[config.mk]
export PLATFORM = sky130hd
export DESIGN_NAME = command_line_argument_splitter_unit
export DESIGN_NICKNAME = d
export VERILOG_FILES = /design/src/rtl/cmdsplit_pkg.sv /design/src/rtl/command_line_argument_splitter_unit.sv /design/src/rtl/cmdsplit_core.sv /design/src/rtl/cmdsplit_outq.sv
export SDC_FILE = /design/constraint.sdc
export NUM_CORES = 1
export LEC_CHECK = 0
export BUFFER_PORTS_ARGS = -buffer_cell sky130_fd_sc_hd__buf_2
export CAP_MARGIN = 20
export CORE_UTILIZATION = 50
export DETAILED_ROUTE_END_ITERATION = 6
export GPL_ROUTABILITY_DRIVEN = 0
export PLACE_DENSITY_LB_ADDON = 0.15
export SKIP_LAST_GASP = 1
export SLEW_MARGIN = 40
export SYNTH_ARGS = -nofsm -noshare
export SYNTH_HDL_FRONTEND = slang
export SYNTH_HIERARCHICAL = 1
export SYNTH_SLANG_ARGS = --single-unit
[constraint.sdc]
create_clock -name clk -period 5.5 [get_ports clk]
set_input_delay 0 -clock clk [delete_from_list [all_inputs] [get_ports clk]]
set_output_delay 0 -clock clk [all_outputs]
set_load 0.005 [all_outputs]
[src/rtl/cmdsplit_pkg.sv]
`default_nettype none

package cmdsplit_pkg;

  // Default widths of the saturating backslash run and argument counters
  localparam int RUN_BITS_DEF   = 16;
  localparam int COUNT_BITS_DEF = 16;

  // Result queue geometry (depth must be a power of two, at least 2)
  localparam int QDEPTH = 4;
  localparam int QPTR_W = $clog2(QDEPTH);
  localparam int QLVL_W = $clog2(QDEPTH + 1);

  // Characters the splitter reacts to
  localparam logic [15:0] CH_NUL    = 16'h0000;
  localparam logic [15:0] CH_QUOTE  = 16'h0022;
  localparam logic [15:0] CH_BSLASH = 16'h005C;
  localparam logic [15:0] CH_SPACE  = 16'h0020;
  localparam logic [15:0] CH_TAB    = 16'h0009;

  // Quote level at which a quote inside a quote run wraps the level back to zero
  localparam logic [1:0] QUOTE_THIRD = 2'd3;

  typedef enum logic [1:0] {
    KIND_BSLASH   = 2'd0,
    KIND_CHAR     = 2'd1,
    KIND_ARG_END  = 2'd2,
    KIND_LINE_END = 2'd3
  } kind_t;

  typedef enum logic [2:0] {
    PH_START = 3'd0,
    PH_EXEQ  = 3'd1,
    PH_EXEP  = 3'd2,
    PH_SKIP  = 3'd3,
    PH_ARG   = 3'd4
  } phase_t;

  typedef struct packed {
    kind_t       kind;
    logic [15:0] ch;
    logic [15:0] prefix;
    logic [15:0] total;
    logic        last;
  } result_t;

  // Up to two results written into the queue in one cycle
  typedef struct packed {
    logic [1:0] cnt;
    result_t    r0;
    result_t    r1;
  } push_t;

endpackage

`default_nettype wire

[src/rtl/command_line_argument_splitter_unit.sv]
`default_nettype none

// Splits a command line of 16-bit code units into arguments, one code unit
// per input word, with code 0 ending the line. Each word yields zero, one or
// two result words (character, argument end, line end, or a bare run of
// backslashes), each carrying the literal backslashes to put in front of it
// and the running argument count. A word is registered on input and passes
// through the splitter state update into a four-entry result queue; the next
// word follows in the very next cycle as long as the queue has room for two
// results, so the sustained rate is one word per cycle when results are
// drained every cycle. A line end that closes an open argument delivers both
// an argument end and a line end. The first result of a word passes through
// the input register and the result queue before it becomes visible.
module command_line_argument_splitter_unit #(
  parameter int RUN_BITS   = cmdsplit_pkg::RUN_BITS_DEF,
  parameter int COUNT_BITS = cmdsplit_pkg::COUNT_BITS_DEF
) (
  input  wire logic        clk,
  input  wire logic        rst_n,
  input  wire logic        in_valid,
  output logic             in_ready,
  input  wire logic [15:0] in_char_code,
  output logic             out_valid,
  input  wire logic        out_ready,
  output logic [1:0]       out_kind,
  output logic [15:0]      out_out_char,
  output logic [15:0]      out_backslash_prefix,
  output logic [15:0]      out_arg_total,
  output logic             out_last_of_run
);

  logic                                in_valid_r, in_valid_nxt;
  logic [15:0]                         in_char_r;
  logic                                adv;
  logic                                pop;
  logic                                room;
  logic [cmdsplit_pkg::QLVL_W-1:0]     q_level;
  logic [cmdsplit_pkg::QLVL_W-1:0]     q_free;
  cmdsplit_pkg::push_t                 push;
  cmdsplit_pkg::result_t               q_head;

  // Advance the held word once the queue can take both of its results,
  // counting the slot freed by a result leaving this cycle.
  always_comb begin
    pop          = out_valid && out_ready;
    q_free       = cmdsplit_pkg::QLVL_W'(cmdsplit_pkg::QDEPTH) - q_level;
    room         = cmdsplit_pkg::QLVL_W'(q_free + cmdsplit_pkg::QLVL_W'(pop))
                   >= cmdsplit_pkg::QLVL_W'(2);
    adv          = in_valid_r && room;
    in_ready     = !in_valid_r || adv;
    in_valid_nxt = in_ready ? in_valid : in_valid_r;
  end

  // Input register: hold the word until the splitter takes it
  always_ff @(posedge clk) begin
    if (!rst_n) begin
      in_valid_r <= 1'b0;
    end else begin
      in_valid_r <= in_valid_nxt;
    end
  end

  always_ff @(posedge clk) begin
    if (in_valid && in_ready) in_char_r <= in_char_code;
  end

  cmdsplit_core #(
    .RUN_BITS   (RUN_BITS),
    .COUNT_BITS (COUNT_BITS)
  ) u_core (
    .clk       (clk),
    .rst_n     (rst_n),
    .adv       (adv),
    .char_code (in_char_r),
    .push      (push)
  );

  cmdsplit_outq u_outq (
    .clk        (clk),
    .rst_n      (rst_n),
    .push       (push),
    .pop_ready  (out_ready),
    .head       (q_head),
    .head_valid (out_valid),
    .level      (q_level)
  );

  // Drive result ports straight from the queue head
  assign out_kind             = q_head.kind;
  assign out_out_char         = q_head.ch;
  assign out_backslash_prefix = q_head.prefix;
  assign out_arg_total        = q_head.total;
  assign out_last_of_run      = q_head.last;

  // Queue never holds more results than it has entries
  a_level_bound: assert property (@(posedge clk) disable iff (!rst_n)
    q_level <= cmdsplit_pkg::QLVL_W'(cmdsplit_pkg::QDEPTH))
    else $error("result queue overfilled");

  // A held word that is not advanced stays put
  a_hold_word: assert property (@(posedge clk) disable iff (!rst_n)
    in_valid_r && !adv |=> in_valid_r && $stable(in_char_r))
    else $error("held word lost or changed");

  // A double result always closes with a line end
  a_pair_line_end: assert property (@(posedge clk) disable iff (!rst_n)
    push.cnt == 2'd2 |-> push.r1.kind == cmdsplit_pkg::KIND_LINE_END)
    else $error("second result is not a line end");

  // Results only ever enter when the splitter advances a word
  a_push_on_adv: assert property (@(posedge clk) disable iff (!rst_n)
    push.cnt != 2'd0 |-> adv)
    else $error("result pushed without a word");

endmodule

`default_nettype wire

[src/rtl/cmdsplit_core.sv]
`default_nettype none

module cmdsplit_core #(
  parameter int RUN_BITS   = cmdsplit_pkg::RUN_BITS_DEF,
  parameter int COUNT_BITS = cmdsplit_pkg::COUNT_BITS_DEF
) (
  input  wire logic                clk,
  input  wire logic                rst_n,
  input  wire logic                adv,
  input  wire logic [15:0]         char_code,
  output cmdsplit_pkg::push_t      push
);

  cmdsplit_pkg::phase_t   phase_r, phase_nxt;
  logic [1:0]             ql_r, ql_nxt;
  logic                   iqr_r, iqr_nxt;
  logic [RUN_BITS-1:0]    run_r, run_nxt;
  logic [COUNT_BITS-1:0]  cnt_r, cnt_nxt;

  logic                   is_z, is_b, is_q, is_s;
  logic                   in_arg, enter;
  logic [1:0]             ql_e, ql1, ql2;
  logic                   iqr_e, iqr1, clr_run;
  logic [RUN_BITS-1:0]    run_e, run_inc, half;
  logic                   inc;
  logic [COUNT_BITS-1:0]  cnt_inc;
  logic [15:0]            run_clip, half_clip, tot_clip;
  logic                   arg_go;
  logic [1:0]             n;
  cmdsplit_pkg::result_t  r0, r1;

  // Shared decode of the current word against the held state
  always_comb begin
    is_z    = (char_code == cmdsplit_pkg::CH_NUL);
    is_b    = (char_code == cmdsplit_pkg::CH_SPACE) || (char_code == cmdsplit_pkg::CH_TAB);
    is_q    = (char_code == cmdsplit_pkg::CH_QUOTE);
    is_s    = (char_code == cmdsplit_pkg::CH_BSLASH);
    in_arg  = (phase_r == cmdsplit_pkg::PH_ARG);
    enter   = (phase_r == cmdsplit_pkg::PH_SKIP) && !is_z && !is_b;
    arg_go  = in_arg || enter;
    // A new argument starts from cleared quote and backslash state
    ql_e    = in_arg ? ql_r  : 2'd0;
    iqr_e   = in_arg ? iqr_r : 1'b0;
    run_e   = in_arg ? run_r : '0;
    clr_run = iqr_e && !is_q;
    ql1     = (clr_run && (ql_e == 2'd2)) ? 2'd0 : ql_e;
    iqr1    = clr_run ? 1'b0 : iqr_e;
    ql2     = ql1 + 2'd1;
    run_inc = (&run_e) ? run_e : run_e + 1'b1;
    half    = run_e >> 1;
    case (phase_r)
      cmdsplit_pkg::PH_EXEQ,
      cmdsplit_pkg::PH_EXEP,
      cmdsplit_pkg::PH_ARG:  inc = 1'b0;
      cmdsplit_pkg::PH_SKIP: inc = enter;
      default:               inc = !is_z;
    endcase
    cnt_inc = (inc && !(&cnt_r)) ? cnt_r + 1'b1 : cnt_r;
  end

  generate
    if (RUN_BITS > 16) begin : g_run_wide
      assign run_clip  = (|run_e[RUN_BITS-1:16]) ? 16'hFFFF : run_e[15:0];
      assign half_clip = (|half[RUN_BITS-1:16])  ? 16'hFFFF : half[15:0];
    end else begin : g_run_narrow
      assign run_clip  = 16'(run_e);
      assign half_clip = 16'(half);
    end
    if (COUNT_BITS > 16) begin : g_cnt_wide
      assign tot_clip = (|cnt_inc[COUNT_BITS-1:16]) ? 16'hFFFF : cnt_inc[15:0];
    end else begin : g_cnt_narrow
      assign tot_clip = 16'(cnt_inc);
    end
  endgenerate

  // Next state
  always_comb begin
    phase_nxt = phase_r;
    ql_nxt    = ql_r;
    iqr_nxt   = iqr_r;
    run_nxt   = run_r;
    cnt_nxt   = cnt_r;
    if (adv) begin
      cnt_nxt = cnt_inc;
      case (phase_r)
        cmdsplit_pkg::PH_EXEQ: begin
          if (is_q) phase_nxt = cmdsplit_pkg::PH_SKIP;
        end
        cmdsplit_pkg::PH_EXEP: begin
          if (is_b) phase_nxt = cmdsplit_pkg::PH_SKIP;
        end
        cmdsplit_pkg::PH_SKIP,
        cmdsplit_pkg::PH_ARG: begin
          if (arg_go) begin
            phase_nxt = cmdsplit_pkg::PH_ARG;
            ql_nxt    = ql1;
            iqr_nxt   = iqr1;
            run_nxt   = run_e;
            if (is_b && (ql1 == 2'd0)) begin
              run_nxt   = '0;
              phase_nxt = cmdsplit_pkg::PH_SKIP;
            end else if (is_s) begin
              run_nxt = run_inc;
            end else if (is_q) begin
              if (iqr1) begin
                ql_nxt = (ql2 == cmdsplit_pkg::QUOTE_THIRD) ? 2'd0 : ql2;
              end else begin
                iqr_nxt = 1'b1;
                run_nxt = '0;
                ql_nxt  = run_e[0] ? ql1 : ql2;
              end
            end else begin
              run_nxt = '0;
            end
          end
        end
        default: begin
          if (is_q) phase_nxt = cmdsplit_pkg::PH_EXEQ;
          else if (is_b) phase_nxt = cmdsplit_pkg::PH_SKIP;
          else phase_nxt = cmdsplit_pkg::PH_EXEP;
        end
      endcase
      // End of line drops everything back to start of line
      if (is_z) begin
        phase_nxt = cmdsplit_pkg::PH_START;
        ql_nxt    = 2'd0;
        iqr_nxt   = 1'b0;
        run_nxt   = '0;
        cnt_nxt   = '0;
      end
    end
  end

  // Results
  always_comb begin
    r0        = '0;
    r1        = '0;
    r0.kind   = cmdsplit_pkg::KIND_BSLASH;
    r1.kind   = cmdsplit_pkg::KIND_LINE_END;
    r0.total  = tot_clip;
    r1.total  = tot_clip;
    n         = 2'd0;
    case (phase_r)
      cmdsplit_pkg::PH_EXEQ,
      cmdsplit_pkg::PH_EXEP: begin
        if (is_z) begin
          r0.kind = cmdsplit_pkg::KIND_ARG_END;
          n       = 2'd2;
        end else if ((phase_r == cmdsplit_pkg::PH_EXEQ) ? is_q : is_b) begin
          r0.kind = cmdsplit_pkg::KIND_ARG_END;
          n       = 2'd1;
        end else begin
          r0.kind = cmdsplit_pkg::KIND_CHAR;
          r0.ch   = char_code;
          n       = 2'd1;
        end
      end
      cmdsplit_pkg::PH_SKIP,
      cmdsplit_pkg::PH_ARG: begin
        if (is_z && !arg_go) begin
          r0.kind = cmdsplit_pkg::KIND_LINE_END;
          n       = 2'd1;
        end else if (arg_go) begin
          if (is_z) begin
            r0.kind   = cmdsplit_pkg::KIND_ARG_END;
            r0.prefix = run_clip;
            n         = 2'd2;
          end else if (is_b && (ql1 == 2'd0)) begin
            r0.kind   = cmdsplit_pkg::KIND_ARG_END;
            r0.prefix = run_clip;
            n         = 2'd1;
          end else if (is_s) begin
            n = 2'd0;
          end else if (is_q) begin
            if (iqr1) begin
              if (ql2 == cmdsplit_pkg::QUOTE_THIRD) begin
                r0.kind = cmdsplit_pkg::KIND_CHAR;
                r0.ch   = cmdsplit_pkg::CH_QUOTE;
                n       = 2'd1;
              end
            end else if (!run_e[0]) begin
              if (half != '0) begin
                r0.kind   = cmdsplit_pkg::KIND_BSLASH;
                r0.prefix = half_clip;
                n         = 2'd1;
              end
            end else begin
              r0.kind   = cmdsplit_pkg::KIND_CHAR;
              r0.ch     = cmdsplit_pkg::CH_QUOTE;
              r0.prefix = half_clip;
              n         = 2'd1;
            end
          end else begin
            r0.kind   = cmdsplit_pkg::KIND_CHAR;
            r0.ch     = char_code;
            r0.prefix = run_clip;
            n         = 2'd1;
          end
        end
      end
      default: begin
        if (is_z) begin
          r0.kind = cmdsplit_pkg::KIND_LINE_END;
          n       = 2'd1;
        end else if (is_b) begin
          r0.kind = cmdsplit_pkg::KIND_ARG_END;
          n       = 2'd1;
        end else if (!is_q) begin
          r0.kind = cmdsplit_pkg::KIND_CHAR;
          r0.ch   = char_code;
          n       = 2'd1;
        end
      end
    endcase
    r0.last  = (n == 2'd1);
    r1.last  = 1'b1;
    push.cnt = adv ? n : 2'd0;
    push.r0  = r0;
    push.r1  = r1;
  end

  always_ff @(posedge clk) begin
    if (!rst_n) begin
      phase_r <= cmdsplit_pkg::PH_START;
      ql_r    <= 2'd0;
      iqr_r   <= 1'b0;
      run_r   <= '0;
      cnt_r   <= '0;
    end else begin
      phase_r <= phase_nxt;
      ql_r    <= ql_nxt;
      iqr_r   <= iqr_nxt;
      run_r   <= run_nxt;
      cnt_r   <= cnt_nxt;
    end
  end

endmodule

`default_nettype wire

[src/rtl/cmdsplit_outq.sv]
`default_nettype none

module cmdsplit_outq (
  input  wire logic                                clk,
  input  wire logic                                rst_n,
  input  wire cmdsplit_pkg::push_t                 push,
  input  wire logic                                pop_ready,
  output cmdsplit_pkg::result_t                    head,
  output logic                                     head_valid,
  output logic [cmdsplit_pkg::QLVL_W-1:0]          level
);

  cmdsplit_pkg::result_t                  mem_r [cmdsplit_pkg::QDEPTH];
  logic [cmdsplit_pkg::QPTR_W-1:0]        wr_ptr_r, wr_ptr_nxt;
  logic [cmdsplit_pkg::QPTR_W-1:0]        rd_ptr_r, rd_ptr_nxt;
  logic [cmdsplit_pkg::QLVL_W-1:0]        level_r, level_nxt;
  logic                                   pop;

  always_comb begin
    head_valid = (level_r != '0);
    head       = mem_r[rd_ptr_r];
    level      = level_r;
    pop        = head_valid && pop_ready;
    wr_ptr_nxt = cmdsplit_pkg::QPTR_W'(wr_ptr_r + push.cnt);
    rd_ptr_nxt = cmdsplit_pkg::QPTR_W'(rd_ptr_r + pop);
    level_nxt  = cmdsplit_pkg::QLVL_W'(level_r + cmdsplit_pkg::QLVL_W'(push.cnt)
                 - cmdsplit_pkg::QLVL_W'(pop));
  end

  always_ff @(posedge clk) begin
    if (push.cnt != 2'd0) mem_r[wr_ptr_r] <= push.r0;
    if (push.cnt == 2'd2) mem_r[cmdsplit_pkg::QPTR_W'(wr_ptr_r + 1'b1)] <= push.r1;
  end

  always_ff @(posedge clk) begin
    if (!rst_n) begin
      wr_ptr_r <= '0;
      rd_ptr_r <= '0;
      level_r  <= '0;
    end else begin
      wr_ptr_r <= wr_ptr_nxt;
      rd_ptr_r <= rd_ptr_nxt;
      level_r  <= level_nxt;
    end
  end

endmodule

`default_nettype wire

---- Word level (Yosys, flattened, before mapping) ----
Memories as Yosys holds them, arrays and structs flattened. A register that Yosys moved wholly into a read port is not among the register bits.
Index checks and enable logic that the tools add are counted.
storage, ports and cells
  memories kept ........................... 1
  input bits .............................. 20
  logic and storage cells ................. 160
  bits in writable memories ............... 204
  register bits after elaboration ......... 62
  output and inout port bits .............. 53
memory list
  name          words  bits a word  rd ports  clocked after memory_dff  wr ports  RTL line             source
  u_outq.mem_r  4      51           1         1                         2         cmdsplit_outq.sv:13  cmdsplit_pkg::result_t mem_r [cmdsplit_pkg::QDEPTH];
operators by class
  $lt $le $gt $ge ......................... 1
  eq/ne operators ......................... 15
  reductions and logical operators ........ 33
  mux-type cells .......................... 90
  $add $sub $neg .......................... 10
operator list
  cell                                                                     number
  16-bit 2-to-1 mux                                                        22
  34-bit 2-to-1 mux                                                        3
  2-bit 2-to-1 mux                                                         30
  17-bit 2-to-1 mux                                                        3
  18-bit case mux with 2 select lines                                      1
  16-bit by 1-bit adder with 16-bit output (second input constant)         2
  16-bit by 6-bit equality test with 1-bit output (second input constant)  2
  32-bit 2-to-1 mux                                                        1
  16-bit AND reduction                                                     2
  1-bit 2-to-1 mux                                                         19
  3-bit 2-to-1 mux                                                         6
  16-bit by 4-bit equality test with 1-bit output (second input constant)  1
  16-bit by 7-bit equality test with 1-bit output (second input constant)  1
  16-bit zero test                                                         1
  16-bit nonzero test                                                      1
  15-bit 2-to-1 mux                                                        1
  1-bit logical AND                                                        10
  3-bit by 1-bit != test with 1-bit output (second input constant)         3
  3-bit case mux with 3 select lines                                       1
  2-bit equality test (second input constant)                              3
  3-bit by 2-bit equality test with 1-bit output (second input constant)   2
  1-bit zero test                                                          6
  6-bit 2-to-1 mux                                                         1
  2-bit nonzero test                                                       3
  other kinds (20)                                                         24

---- Logic depth before layout (Yosys ltp) ----
Gate-level depths: netlist (run 1).
  depth in word-level cells ............... 20
  mapped depth ............................ 17
  depth with buffers taken out ............ 15

---- Hierarchy ----
The synthesis (run 1) kept the hierarchy.
by module, submodules not included
  module                               sequential area each (µm²)  instances  area an instance (µm²)  cells each
  cmdsplit_outq                        6,266.0                     1          10,286.1                543
  cmdsplit_core                        760.7                       1          4,052.6                 559
  command_line_argument_splitter_unit  500.5                       1          576.8                   29

---- Worst setup path before layout (run 1) ----
Ideal clock, no wire load.
  kind .................................... flip-flop to flip-flop
  start point ............................. register in_char_r[8]
  end point ............................... memory u_outq/mem_r[0][0] (netlist bit) (enable)
  cell stages (with the launch flop) ...... 15
  clock period less this slack ............ 5.953 ns
  slack ................................... -0.453 ns
  buffers on the path ..................... 2
  setup time .............................. 0.477 ns
  data arrival time ....................... 5.476 ns
  data required time ...................... 5.023 ns
  cell sequence ........................... edfxtp_1 or4_4 nor4_2 buf_2 o211a_1 ha_1 inv_1 a21oi_1 o41ai_1 a211oi_1 a31o_2 and2_1 buf_2 nor2_1 a21oi_1
RTL lines
  what                    RTL line                                   source
  from (decl)             command_line_argument_splitter_unit.sv:33  logic [15:0] in_char_r;
  from (signal assigned)  command_line_argument_splitter_unit.sv:64  if (in_valid && in_ready) in_char_r <= in_char_code;
  to (decl)               cmdsplit_outq.sv:13

==> results.txt, run 1 <==
- Number of cells traversed by the worst hold path: 2
- Clock insertion delay at the later pin of the skew report: 560 ps
* Number of endpoints with negative hold slack in the final report: 0
- HPWL Detailed: roughly 20000 um
- For this run, the number of Yosys warnings is 6.
* Fill cell instance count of the final layout: approximately 2400
- Worst path slowest cell: or4_4
- The worst hold path belongs to the class in2reg.
* Critical path peak fanout: 19
* Worst path setup slack after routing: 1050 ps
* Clock transition at path regs: 60 ps
* First-pass GRT wire length: ~52000 um
- After synthesis the netlist holds a flip-flop and latch count of ~270.
- Setup violations remaining at the end of the flow were counted as 0.
- GRT Residual Overflow: 0
- From bottom edge to top edge, the die measures 175 um.
- 0 antenna diodes ended up in the layout.
- The clock drives ~270 sinks.
* Global-route usage over all layers: 0.217
* Setup crit start kind: flop
- Outcome: finished, violations left
* Kind of cell adding the most delay to the critical path: simple AND/OR/NAND/NOR gates
* Cell count after synthesis: approximately 1100
* Kind of end point of the critical path: flop
- Compared with the post-synthesis result, the final layout area differs by 11.3%.
- Port buffering added 72 buffers.
- Post-detailed-route via-to-cell ratio: just under 6
- The mapped netlist covers 0.0149 mm^2.
- The first TritonRoute pass finished after 7 iterations.
* Leakage Power: roughly 5.7 nW
* Part of the cycle the worst path needs: 0.810
- Counting buffers and inverters, the worst setup path is 14 cells deep.
- For this run, design rule violations remaining after detail routing come to 6.
- Number of top-level pins: 73
- Routed wire per std cell: around 21 um
- Pwr Density: approximately 370 mW/mm^2
* Count of maximum capacitance violations: 0
- Comb power frac: 0.235
- Total internal power: approximately 4.4 mW
- For this block, the routed nets add up to about 33000 um of wire.
* Peak supply drop: ~0.00026 V
- Worst endpoint required time: ~5800 ps
- Number of global-route vias before repair: 9348
* Reg2reg path depth: 14
- Of the total power, the clock network draws 0.331.
- The share of the Yosys chip area taken by registers is 0.505.
- At the pin with the least slew margin, the transition time is ~730 ps.
- Yosys mapped the design onto 87 distinct sky130hd cell types.
- Area of the die: ~0.031 mm^2
- Of the total power, the share spent switching nets is 0.278.
- Of the cells placed in the final design, the portion with a size suffix greater than 1 is 0.348.
- Area of the core: ~0.029 mm^2
- Violations in the final reports: design-rule violations
- Cell Chain, Critical Path: or4_4, nor4_2, buf_4, o211a_1, ha_1, inv_1, a21oi_1, o41ai_1, a211oi_1, a31o_2, and2_1, mux2i_1, nor2b_4, buf_12
- Placement row count: between 60 and 70
- Worst path bufs/invs: 3
* Primary FF master, synth: edfxtp_1
- Deepest clock path buffer count: 3
* Unrepaired setup endpoints after global routing: no
- In this run the number of H-tree levels came out at 1.
* Class of the most critical setup path: reg2reg
* Post-synthesis async set-or-reset flop share: 0
- For this run, the post-layout net count is roughly 1200.
- For this run, the share of the core covered by cells in the final layout is 0.572.
- Timing analysis after detailed placement gives a worst setup slack of approximately 1000 ps.
- Mean instance size in the synthesized netlist: around 13 um^2
* Pin count of the biggest net entering global routing: 54
- Measured along the x axis, the die boundary spans 175 um.
* FMAX: 224 MHz
- Summing over every cut layer, the via total after detailed routing is 9449.
- In this run the tightest slew margin relative to its limit is 0.509.
- The share of total power dissipated in sequential elements is 0.435.
- Initial antenna violation count: 0
- Number of max-slew violations in the final report: 0
* Initial detailed-routing violation count: 730
* Delay of the slowest cell on the worst path: approximately 630 ps
- DRT antenna net count: 0
* Sw power: 1.69 mW
- The design draws 6.08 mW.
* TritonCTS clock tree: built
- Arrival time at the worst endpoint: 4720 ps
- Number of enable flip-flop cells after synthesis: 220
* Fin crit period: about 4500 ps
- Clock Root Buffer: clkbuf_16
* Setup Skew: 15.5 ps
- Initial standard-cell utilization of the core: 0.514
- Number of buffers added by the clock tree synthesis step: 31
[cells in the mapped netlist (13+ instances only)]
| master | n | area (um^2) |
|---|---|---|
| edfxtp_1 | 220 | 6610 |
| mux2_2 | 184 | 2070 |
| buf_4 | 59 | 443 |
| nand2_1 | 55 | 206 |
| mux4_2 | 51 | 1150 |
| dfxtp_1 | 46 | 921 |
| a21oi_1 | 40 | 200 |
| clkbuf_1 | 39 | 146 |
| nor2_1 | 37 | 139 |
| o21ai_0 | 31 | 155 |
| buf_2 | 30 | 150 |
| nand3_1 | 26 | 130 |
| mux2_1 | 22 | 248 |
| and2_1 | 20 | 125 |
| inv_1 | 19 | 71.3 |
| nand4_1 | 15 | 93.8 |
| nor3_1 | 15 | 75.1 |
| a211oi_1 | 13 | 97.6 |
[cell families (layout without fill, tap and decap cells)]
group                    count (synthesis)  after routing  synth area share
XOR/XNOR                                19             19            0.0130
AO/OA/AOI/OAI                          172            172            0.0801
flip-flops                             266            266             0.505
multiplexers                           264            264             0.237
AND/OR/NAND/NOR                        245            245            0.0967
other                                    2             35          0.000504
buffers and inverters                  153            196            0.0589
adder cells (fa/ha/maj)                 10             10           0.00889
[what timing repair did]
action | 4_1_cts | 5_1_grt
hold endpoints to repair | 33 | 0
setup buffers | 0 | 0
hold buffers | 21 | 0
gates resized for setup | 0 | 0
[final timing paths]
kind / from / to / slack [ps]
max reg2reg: in_char_r[8]$_DFFE_PP_ / u_outq/mem_r[3][15]$_DFFE_PP_ / 1050
min: in_char_code[13] / in_char_r[13]$_DFFE_PP_ / 150
max: in_char_r[8]$_DFFE_PP_ / u_outq/mem_r[3][15]$_DFFE_PP_ / 1050
min reg2reg: u_core/cnt_r[14]$_SDFFE_PN0P_ / u_core/cnt_r[14]$_SDFFE_PN0P_ / 510
[power groups by stage]
stage | registers [mW] | logic (mW) | clock network (mW)
after global placement | 2.68 | 1.40 | 0
after detailed placement | 2.69 | 1.42 | 0
final | 2.64 | 1.43 | 2.01
after CTS | 2.65 | 1.44 | 2.06
after global routing | 2.68 | 1.56 | 2.13
after floorplan | 2.60 | 1.06 | 0
[registers in the layout (all words and copies together), names as in the netlist, 2 cells and up]
register / cells
u_outq/mem_r: 204
u_outq/wr_ptr_r: 2
u_core/cnt_r: 16
u_outq/rd_ptr_r: 2
u_core/run_r: 16
u_outq/level: 3
u_core/ql_r: 2
in_char_r: 16
u_core/phase_r: 3
[cell usage in the layout, fill, tap and decap left out, types with 7 or more instances in the layout]
cell,netlist,layout
a211oi_1,13,13
a21o_1,8,8
a21oi_1,40,35
a31oi_1,12,12
and2_1,20,20
buf_2,30,72
buf_4,59,21
clkbuf_1,39,12
clkbuf_16,0,32
conb_1,2,35
dfxtp_1,46,44
dlygate4sd3_1,0,21
edfxtp_1,220,220
ha_1,9,9
inv_1,19,19
mux2_1,22,22
mux2_2,184,184
mux2i_1,7,7
mux4_2,51,51
nand2_1,55,55
nand2b_1,12,12
nand3_1,26,25
nand4_1,15,15
nor2_1,37,34
nor3_1,15,15
o21ai_0,31,31
xnor2_1,9,9
xor2_1,8,8
[area by class of cell]
class                   count  area [um^2]  area share
flip-flops and latches    266         7530       0.454
repair buffers            119          820      0.0494
clock inverters            11          114     0.00686
inverters                  19         71.3     0.00430
multi-input cells         745         6700       0.403
well taps                 384          480      0.0289
clock buffers              47          887      0.0534
[stage by stage]
step / TNS [ps] / hold WS, ps / instances / instance area, um^2
global placement: 0 / 176 / 1512 / 15400
CTS: 0 / 128 / 1591 / 16600
global route: 0 / 142 / 1591 / 16600
detailed placement: 0 / 178 / 1512 / 15400
floorplan: -46190 / 98.9 / 1164 / 15000
finish: 0 / 151 / 1591 / 16600
[layer usage]
metal	share of wire	GRT usage	vias up
li1	-	-	4433
met1	0.45	0.306	4689
met2	0.48	0.355	276
met3	0.048	0.0285	51
met4	0.019	0.0565	0
met5	0	0	-
No activity file was read; power rests on OpenSTA's default activity.
==> run 2: changes to the inputs <==
--- a/config.mk
+++ b/config.mk
@@ -5,6 +5,7 @@
 export SDC_FILE = /design/constraint.sdc
 export NUM_CORES = 1
 export LEC_CHECK = 0
+export ABC_AREA = 1
 export BUFFER_PORTS_ARGS = -buffer_cell sky130_fd_sc_hd__buf_2
 export CAP_MARGIN = 20
 export CORE_UTILIZATION = 50
==> constraint.sdc (replaced) <==
create_clock -name clk -period 4.55 [get_ports clk]
set_input_delay 0 -clock clk [delete_from_list [all_inputs] [get_ports clk]]
set_output_delay 0 -clock clk [all_outputs]
set_load 0.005 [all_outputs]
==> run 2 against run 1 <==
The flow now finishes without violations; sequential power up 21%; sequential share of layout area hardly changed; maximum frequency up 18%; sequential cell count unchanged; cell area is essentially flat; critical path type unchanged; critical endpoint is now u_outq/mem_r[0][14]$_DFFE_PP_; largest cell class unchanged.
==> results.txt, run 2 <==
- The number of clock sinks came to 266 (unchanged).
- The number of nets in the layout is 1896 (+56%).
- Worst path slowest cell: buf_4
- The count of TritonRoute iterations in the first routing pass came to 5 (-2).
- The total of flip-flops plus latches after synthesis is 266 (unchanged).
- The sequential element share of the synthesized area was 0.495 (-0.00955).
- In this run the worst hold path is classified as in2reg.
- Number of top-level pins: 73 (unchanged)
- Number of endpoints with negative hold slack in the final report: 0 (unchanged)
- Tracing the worst setup path back leads to its startpoint at in_char_r[15]$_DFFE_PP_.
- The total of max-cap violations is 0 (unchanged).
- HPWL Detailed: 24600 um (+22%)
* Kind of end point of the critical path: flop
* Routed wire per std cell: 16.8 um (-19%)
- The setup slack at placement is 800 ps (-236 ps).
- Peak supply drop: 0.000257 V (about the same)
- Leaving out fill and tap cells, the most frequent cell in the layout is nand2_1.
- GRT Residual Overflow: 0 (unchanged)
* Cell Chain, Critical Path: nor2_1, nand2_1, nor2_4, nand3_1, a31o_2, inv_1, ha_1, nor2_1, nor2_1, nand3_1, nand2_1, nand2_1, a21oi_1, buf_4, nor2_4, nand3_4, buf_4, o21ai_0
- Met1 Wirelength: 17100 um (+13%)
- Worst endpoint required time: 4850 ps (-910 ps)
* Critical path peak fanout: 46 (+27)
- First-pass GRT wire length: 60500 um (+15%)
- Cell count after synthesis: 1841 (+63%)
* Kind of cell adding the most delay to the critical path: simple AND/OR/NAND/NOR gates
- The initial core utilization came to 0.510 (-0.00386).
- Post-CTS Hold Fix Bufs: 21 (unchanged)
* Fin crit period: 3780 ps (-670 ps)
- The number of pins with negative max-slew slack in the final report is 0 (unchanged).
- Start of the worst register-to-register path: in_char_r[15]$_DFFE_PP_
* Library cell occupying the most area in the post-synthesis netlist: edfxtp_1
* Leakage Power: 6.45 nW (+12%)
- The routed wire length was 38200 um (+15%).
- The via density per instance was 5.45 (-8.2%).
* Worst path setup slack after routing: 766 ps (-280 ps)
- The part of the cycle the worst path needs is 0.832 (+0.0218).
* Power consumption: 7.97 mW (+31%)
* Setup crit start kind: flop
* Setup Skew: 25.0 ps (+9.49 ps)
* Area share of the largest cell type after synthesis: 0.435 (-0.00838)
- More flip-flops sit in one register than any other, and that register is u_outq/mem_r.
- Class of the most critical setup path: reg2reg
* Worst path bufs/invs: 3 (unchanged)
- The number of synthesized flops with an enable pin came to 220 (unchanged).
- Setup TNS: 0 ps (unchanged)
- Met2 wire length: 17900 um (+13%)
* Final setup violation count: 0 (unchanged)
- The average size of a mapped cell is 8.26 um^2 (-37%).
- Max-Slew Margin vs Limit: 0.484 (-0.0247)
- Clock transition at path regs: 60 ps (about the same)
- Worst Min Path Start: in_char_code[11]
* Post-CTS Repair Setup Buffers: 0 (unchanged)
- Synthesis-to-layout area growth: 9.25%
* FMAX: 264 MHz (+18%)
- Total via count after detailed routing: 12400 (+31%)
* Finished Layout Cells: 2279 (+43%)
- The stage delay of the slowest cell on the critical path came to 490 ps (-140 ps).
- Diodes inserted: 0 (unchanged)
- Synth top area cells: edfxtp_1 (43%), nand2_1 (9.8%), o21ai_0 (8.6%)
- The flip-flop count of the largest register, all copies and words added is 204 (unchanged).
- The most used flip-flop cell after synthesis is edfxtp_1.
- Die extent in x: 176 um (+0.95%)
* Placed Cells: 2204 (+46%)
- The number of library cell types mapped by synthesis is 42 (-52%).
* Number of buffers added by the clock tree synthesis step: 29 (-6.5%)
* Initial antenna violation count: 0 (unchanged)
- Vert. Die Dim: 176 um (+0.95%)
* Leading cell types in the layout, fill and taps excluded: nand2_1 (393), o21ai_0 (261), edfxtp_1 (220), nor2_1 (179), inv_1 (162)
- Number of levels in the clock H-tree: 1 (unchanged)
- In the post-synthesis netlist, the cell with the most instances is nand2_1.
- Final design area excluding fillers: 0.0166 mm^2 (about the same)
* Post-synthesis async set-or-reset flop share: 0 (unchanged)
* Initial detailed-routing violation count: 955 (+31%)
- The final routed DRC violation total came to 0 (-6).
- The residual antenna-violating net count after detailed routing is 0 (unchanged).
- The number of buffers on the longest clock path came to 3 (unchanged).
- The area enclosed by the die boundary was 0.0311 mm^2 (+1.9%).
- The via count of the first global-routing pass is 11400 (+22%).
* Post-cts resize count: 0 (unchanged)
* Fraction of final layout cells sized beyond drive strength 1: 0.110 (-0.238)
- The yosys synthesis warning count is 6 (unchanged).
- The count of port buffers added during placement came to 72 (unchanged).
- The arrival time of data at the critical path endpoint came to 4090 ps (-630 ps).
- TritonCTS clock tree: built
- Met3 Routed Length: 2240 um (+40%)
- The area after detailed placement is 0.0155 mm^2 (+0.73%).
- In this run the top signal layer used is met4.
- Clock Root Buffer: clkbuf_16
* Placement row count: 63 (+1.6%)
* Post-synthesis instance area: 0.0152 mm^2 (+1.9%)
* Global-route usage over all layers: 0.248 (+0.0304)
- Area of the core: 0.0298 mm^2 (+2.7%)
- Setup repair after global routing left no endpoint under its margin.
* Clock insertion delay at the later pin of the skew report: 580 ps (+20 ps)
- Pwr Density: 480 mW/mm^2 (+31%)
- The pin count of the biggest net entering global routing came to 87 (+61%).
* Worst-margin pin slew: 766 ps (+38.5 ps)
- Most numerous cell types in the synthesized netlist: nand2_1 (398), o21ai_0 (261), edfxtp_1 (220)
- The run finished with clean final reports.
[run 2: cell count changes in the layout (fill, tap and decap cells not counted), sizes merged, moves of 49 or more]
| cell | change |
|---|---|
| o21ai | +304 |
| mux2 | -206 |
| mux4 | -51 |
| nand3 | +75 |
| nand2 | +353 |
| nor2 | +157 |
| inv | +149 |
| o22ai | +49 |
[run 2: logic make-up after synthesis]
| family | Yosys count | share of synthesized area |
|---|---|---|
| other | 2 | 0.000494 |
| AND/OR/NAND/NOR | 739 | 0.207 |
| buffers and inverters | 333 | 0.111 |
| XOR/XNOR | 19 | 0.0109 |
| adder cells (fa/ha/maj) | 10 | 0.00872 |
| AO/OA/AOI/OAI | 472 | 0.167 |
| flip-flops | 266 | 0.495 |
[run 2: worst paths after layout]
| kind | to | slack [ps] | depth (start not counted) |
|---|---|---|---|
| worst max-delay path | u_outq/mem_r[0][14]$_DFFE_PP_ | 770 | 18 |
| worst min-delay path | in_char_r[11]$_DFFE_PP_ | 150 | 2 |
| worst max register to register | u_outq/mem_r[0][14]$_DFFE_PP_ | 770 | 18 |
| worst min register to register | u_core/iqr_r$_SDFFE_PN0P_ | 460 | 2 |
[run 2: metal layers]
layer / vias to the layer above / track usage
met1: 5729 / 0.336
met5: - / 0
met3: 67 / 0.0248
met2: 419 / 0.418
li1: 6205 / -
met4: 0 / 0.0772
[run 2: area by class of cell]
class | instances | area [um^2]
clock buffers | 40 | 797
clock inverters | 14 | 103
fillers | 2759 | 13200
inverters | 171 | 643
multi-input cells | 1275 | 6170
flip-flops and latches | 266 | 7530
well taps | 390 | 488
repair buffers | 123 | 875
[run 2: per-stage QoR]
stage                     utilization  hold WS (ps)
after global placement          0.520           178
after CTS                       0.557           115
after global routing            0.557           154
after floorplan                     -          93.5
final                           0.557           147
after detailed placement        0.520           179
[run 2: where the power goes]
part           internal, mW  switching [mW]  total, mW
Clock                  1.28           0.944       2.22
Sequential             3.06           0.130       3.19
Combinational         0.854            1.71       2.57
Total                  5.19            2.79       7.97
[run 2: worst register-to-register path, delay by kind of cell, from the launching register on]
kind,cells,cell delay [ps]
AND/OR/NAND/NOR,11,1550
AO/OA/AOI/OAI,3,670
flip-flops,1,430
adder cells (fa/ha/maj),1,130
buffers and inverters,3,740
==> run 3: changes to the inputs <==
==> constraint.sdc (replaced) <==
create_clock -name clk -period 3.6 [get_ports clk]
set_input_delay 0 -clock clk [delete_from_list [all_inputs] [get_ports clk]]
set_output_delay 0 -clock clk [all_outputs]
set_load 0.005 [all_outputs]
==> run 3 against run 2 <==
Non-clock buffer count is 8 higher; die area is the same; sequential power rose by 26%; largest power group unchanged; via count fell by 0.23%; utilization increased by 1.2 points; clock power is 49% higher; wire length increased by 0.34%.
==> results.txt, run 3 (synthesis results as in run 2) <==
- The final setup violation count came to 0 (unchanged).
* Count of nets after finishing: 1904 (+0.42%)
- The worst relative slew slack was 0.474 (-0.0101).
- The total stage count of the critical path came to 18 (unchanged).
* Drt drc: 0 (unchanged)
- The number of instances on the worst hold path was 2 (unchanged).
- Deepest clock path buffer count: 3 (unchanged)
- Fill cell instance count of the final layout: 2685 (-2.7%)
* Die extent in x: 176 um (unchanged)
- The area enclosed by the die boundary came to 0.0311 mm^2 (unchanged).
- Pin count of the biggest net entering global routing: 105 (+21%)
- Class of the most critical setup path: reg2reg
* Number of levels in the clock H-tree: 1 (unchanged)
* Fraction of the core area covered by cells at the end of the flow: 0.569 (+0.0117)
- Delay of the slowest cell on the worst path: 440 ps (-50 ps)
- The cell leakage power came to 6.62 nW (+2.6%).
* Area of the core: 0.0298 mm^2 (unchanged)
- Number of top-level pins: 73 (unchanged)
* Power consumption: 10.6 mW (+32%)
- The via density per instance was 5.42 (-0.57%).
- Clock insertion delay at the later pin of the skew report: 550 ps (-30 ps)
- The worst hold path belongs to the class in2reg.
- Total via count after detailed routing: 12400 (-0.23%)
- The via count of the first global-routing pass was 11900 (+3.9%).
* HPWL Detailed: 24200 um (-1.7%)
- The DRC violation total after the first TritonRoute iteration is 989 (+3.6%).
* Clock transition at path regs: 60 ps (about the same)
- Storage element area: 0.00753 mm^2 (unchanged)
* Worst-margin pin slew: 789 ps (+23.3 ps)
- The arrival time of data at the critical path endpoint was 3530 ps (-560 ps).
* Global-route usage over all layers: 0.249 (+0.00111)
* Setup Skew: 15.8 ps (-9.11 ps)
- The count of buffer and inverter cells on the critical path is 3 (unchanged).
- Initial standard-cell utilization of the core: 0.510 (unchanged)
* Vert. Die Dim: 176 um (unchanged)
* Placed Cells: 2210 (+0.27%)
- GRT Residual Overflow: 0 (unchanged)
- Routed wire per std cell: 16.8 um (about the same)
- Setup crit start kind: flop
* Flip-flop count of the largest register, all copies and words added: 204 (unchanged)
- The count of port buffers added during placement came to 72 (unchanged).
- The residual antenna-violating net count after detailed routing was 0 (unchanged).
- First-pass GRT wire length: 61000 um (+0.83%)
* Kind of cell adding the most delay to the critical path: simple AND/OR/NAND/NOR gates
- The depth of the most critical reg-to-reg path is 18 (unchanged).
* Unrepaired setup endpoints after global routing: no
- The multi-input gate area in the final layout came to 0.00621 mm^2 (+0.55%).
* Peak supply drop: 0.000388 V (+51%)
* Part of the cycle the worst path needs: 0.911 (+0.0794)
- The critical path data required time is 3850 ps (-1000 ps).
- The number of cells in the finished layout apart from fillers is 2287 (+0.35%).
* Worst path slowest cell: edfxtp_1
- FMAX: 305 MHz (+15%)
* Number of clock sinks: 266 (unchanged)
* Clock Root Buffer: clkbuf_16
* Placement row count: 63 (unchanged)
* Number of endpoints with negative hold slack in the final report: 0 (unchanged)
* Count of maximum capacitance violations: 0 (unchanged)
* Most flops, register: u_outq/mem_r
* Number of max-slew violations in the final report: 0 (unchanged)
- Kind of end point of the critical path: flop
* Pwr Density: 623 mW/mm^2 (+30%)
* Fin crit period: 3280 ps (-504 ps)
* TritonCTS clock tree: built
* Wirelength, routed: 38300 um (+0.34%)
- Synthesis-to-layout area growth: 11.5%
* Cell Chain, Critical Path: nor2_1, nand2_1, nor2_4, nand3_2, a31o_2, inv_1, ha_1, nor2_1, nor2_1, nand3_1, nand2_1, nand2_2, a21oi_4, nor2_2, inv_1, nand2_1, nand2_2, buf_4
* Initial antenna violation count: 1 (+1)
- Leading cell types in the layout, fill and taps excluded: nand2_1 (392), o21ai_0 (261), edfxtp_1 (220), nor2_1 (177), inv_1 (162)
- Critical path peak fanout: 10 (-78%)
* Outcome: finished, final reports clean
* First-pass detailed-route iteration total: 5 (unchanged)
- Number of buffers added by the clock tree synthesis step: 29 (unchanged)
- Fraction of final layout cells sized beyond drive strength 1: 0.125 (+0.0149)
- Leaving out fill and tap cells, the most frequent cell in the layout is nand2_1.
==> run 3: worst register-to-register path, delay by kind of cell (launching register included) <==
| kind | cells | cell delay (ps) |
|---|---|---|
| adder cells (fa/ha/maj) | 1 | 130 |
| AO/OA/AOI/OAI | 2 | 480 |
| AND/OR/NAND/NOR | 12 | 1540 |
| buffers and inverters | 3 | 410 |
| flip-flops | 1 | 440 |
==> run 3: power by group <==
group	internal (mW)	total (mW)	leakage (nW)	switching, mW
Clock	2.05	3.31	0.527	1.26
Sequential	3.86	4.01	2.48	0.148
Combinational	1.10	3.24	3.62	2.14
==> run 3: path summary, 6_finish.rpt <==
path | from | endpoint | slack (ps)
worst max-delay path | in_char_r[15]$_DFFE_PP_ | u_outq/mem_r[1][37]$_DFFE_PP_ | 320
worst min-delay path | in_char_code[9] | in_char_r[9]$_DFFE_PP_ | 170
worst max register to register | in_char_r[15]$_DFFE_PP_ | u_outq/mem_r[1][37]$_DFFE_PP_ | 320
worst min register to register | u_core/iqr_r$_SDFFE_PN0P_ | u_core/iqr_r$_SDFFE_PN0P_ | 460
==> run 3: layout make-up <==
cell class              count  share of cell area
repair buffers            131              0.0602
clock inverters            24              0.0201
well taps                 390              0.0288
flip-flops and latches    266               0.444
inverters                 171              0.0379
multi-input cells        1275               0.366
diodes                      1            0.000148
clock buffers              29              0.0428
==> run 3: layer usage <==
metal | global-route usage | vias to the layer above | wire length (um)
met3 | 0.0317 | 59 | 2360
met4 | 0.0682 | 0 | 696
met2 | 0.428 | 360 | 18400
met1 | 0.330 | 5747 | 16800
li1 | - | 6226 | -
met5 | 0 | - | 0
==> run 3: repair_timing <==
action                                  4_1_cts  5_1_grt
endpoints found under the hold margin        27        0
setup buffers                                 0        2
hold buffers                                 21        0
resized for setup                             0        3
endpoints found under the setup margin        0      138
==> run 3: per-stage QoR <==
stage	setup slack, ps	setup TNS (ps)	hold slack (ps)	cell area (um^2)
after floorplan	-364	-18570	93.5	15400
after global placement	303	0	177	15600
after detailed placement	244	0	179	15600
after CTS	211	0	150	16900
after global routing	38.9	0	167	17000
final	320	0	172	17000
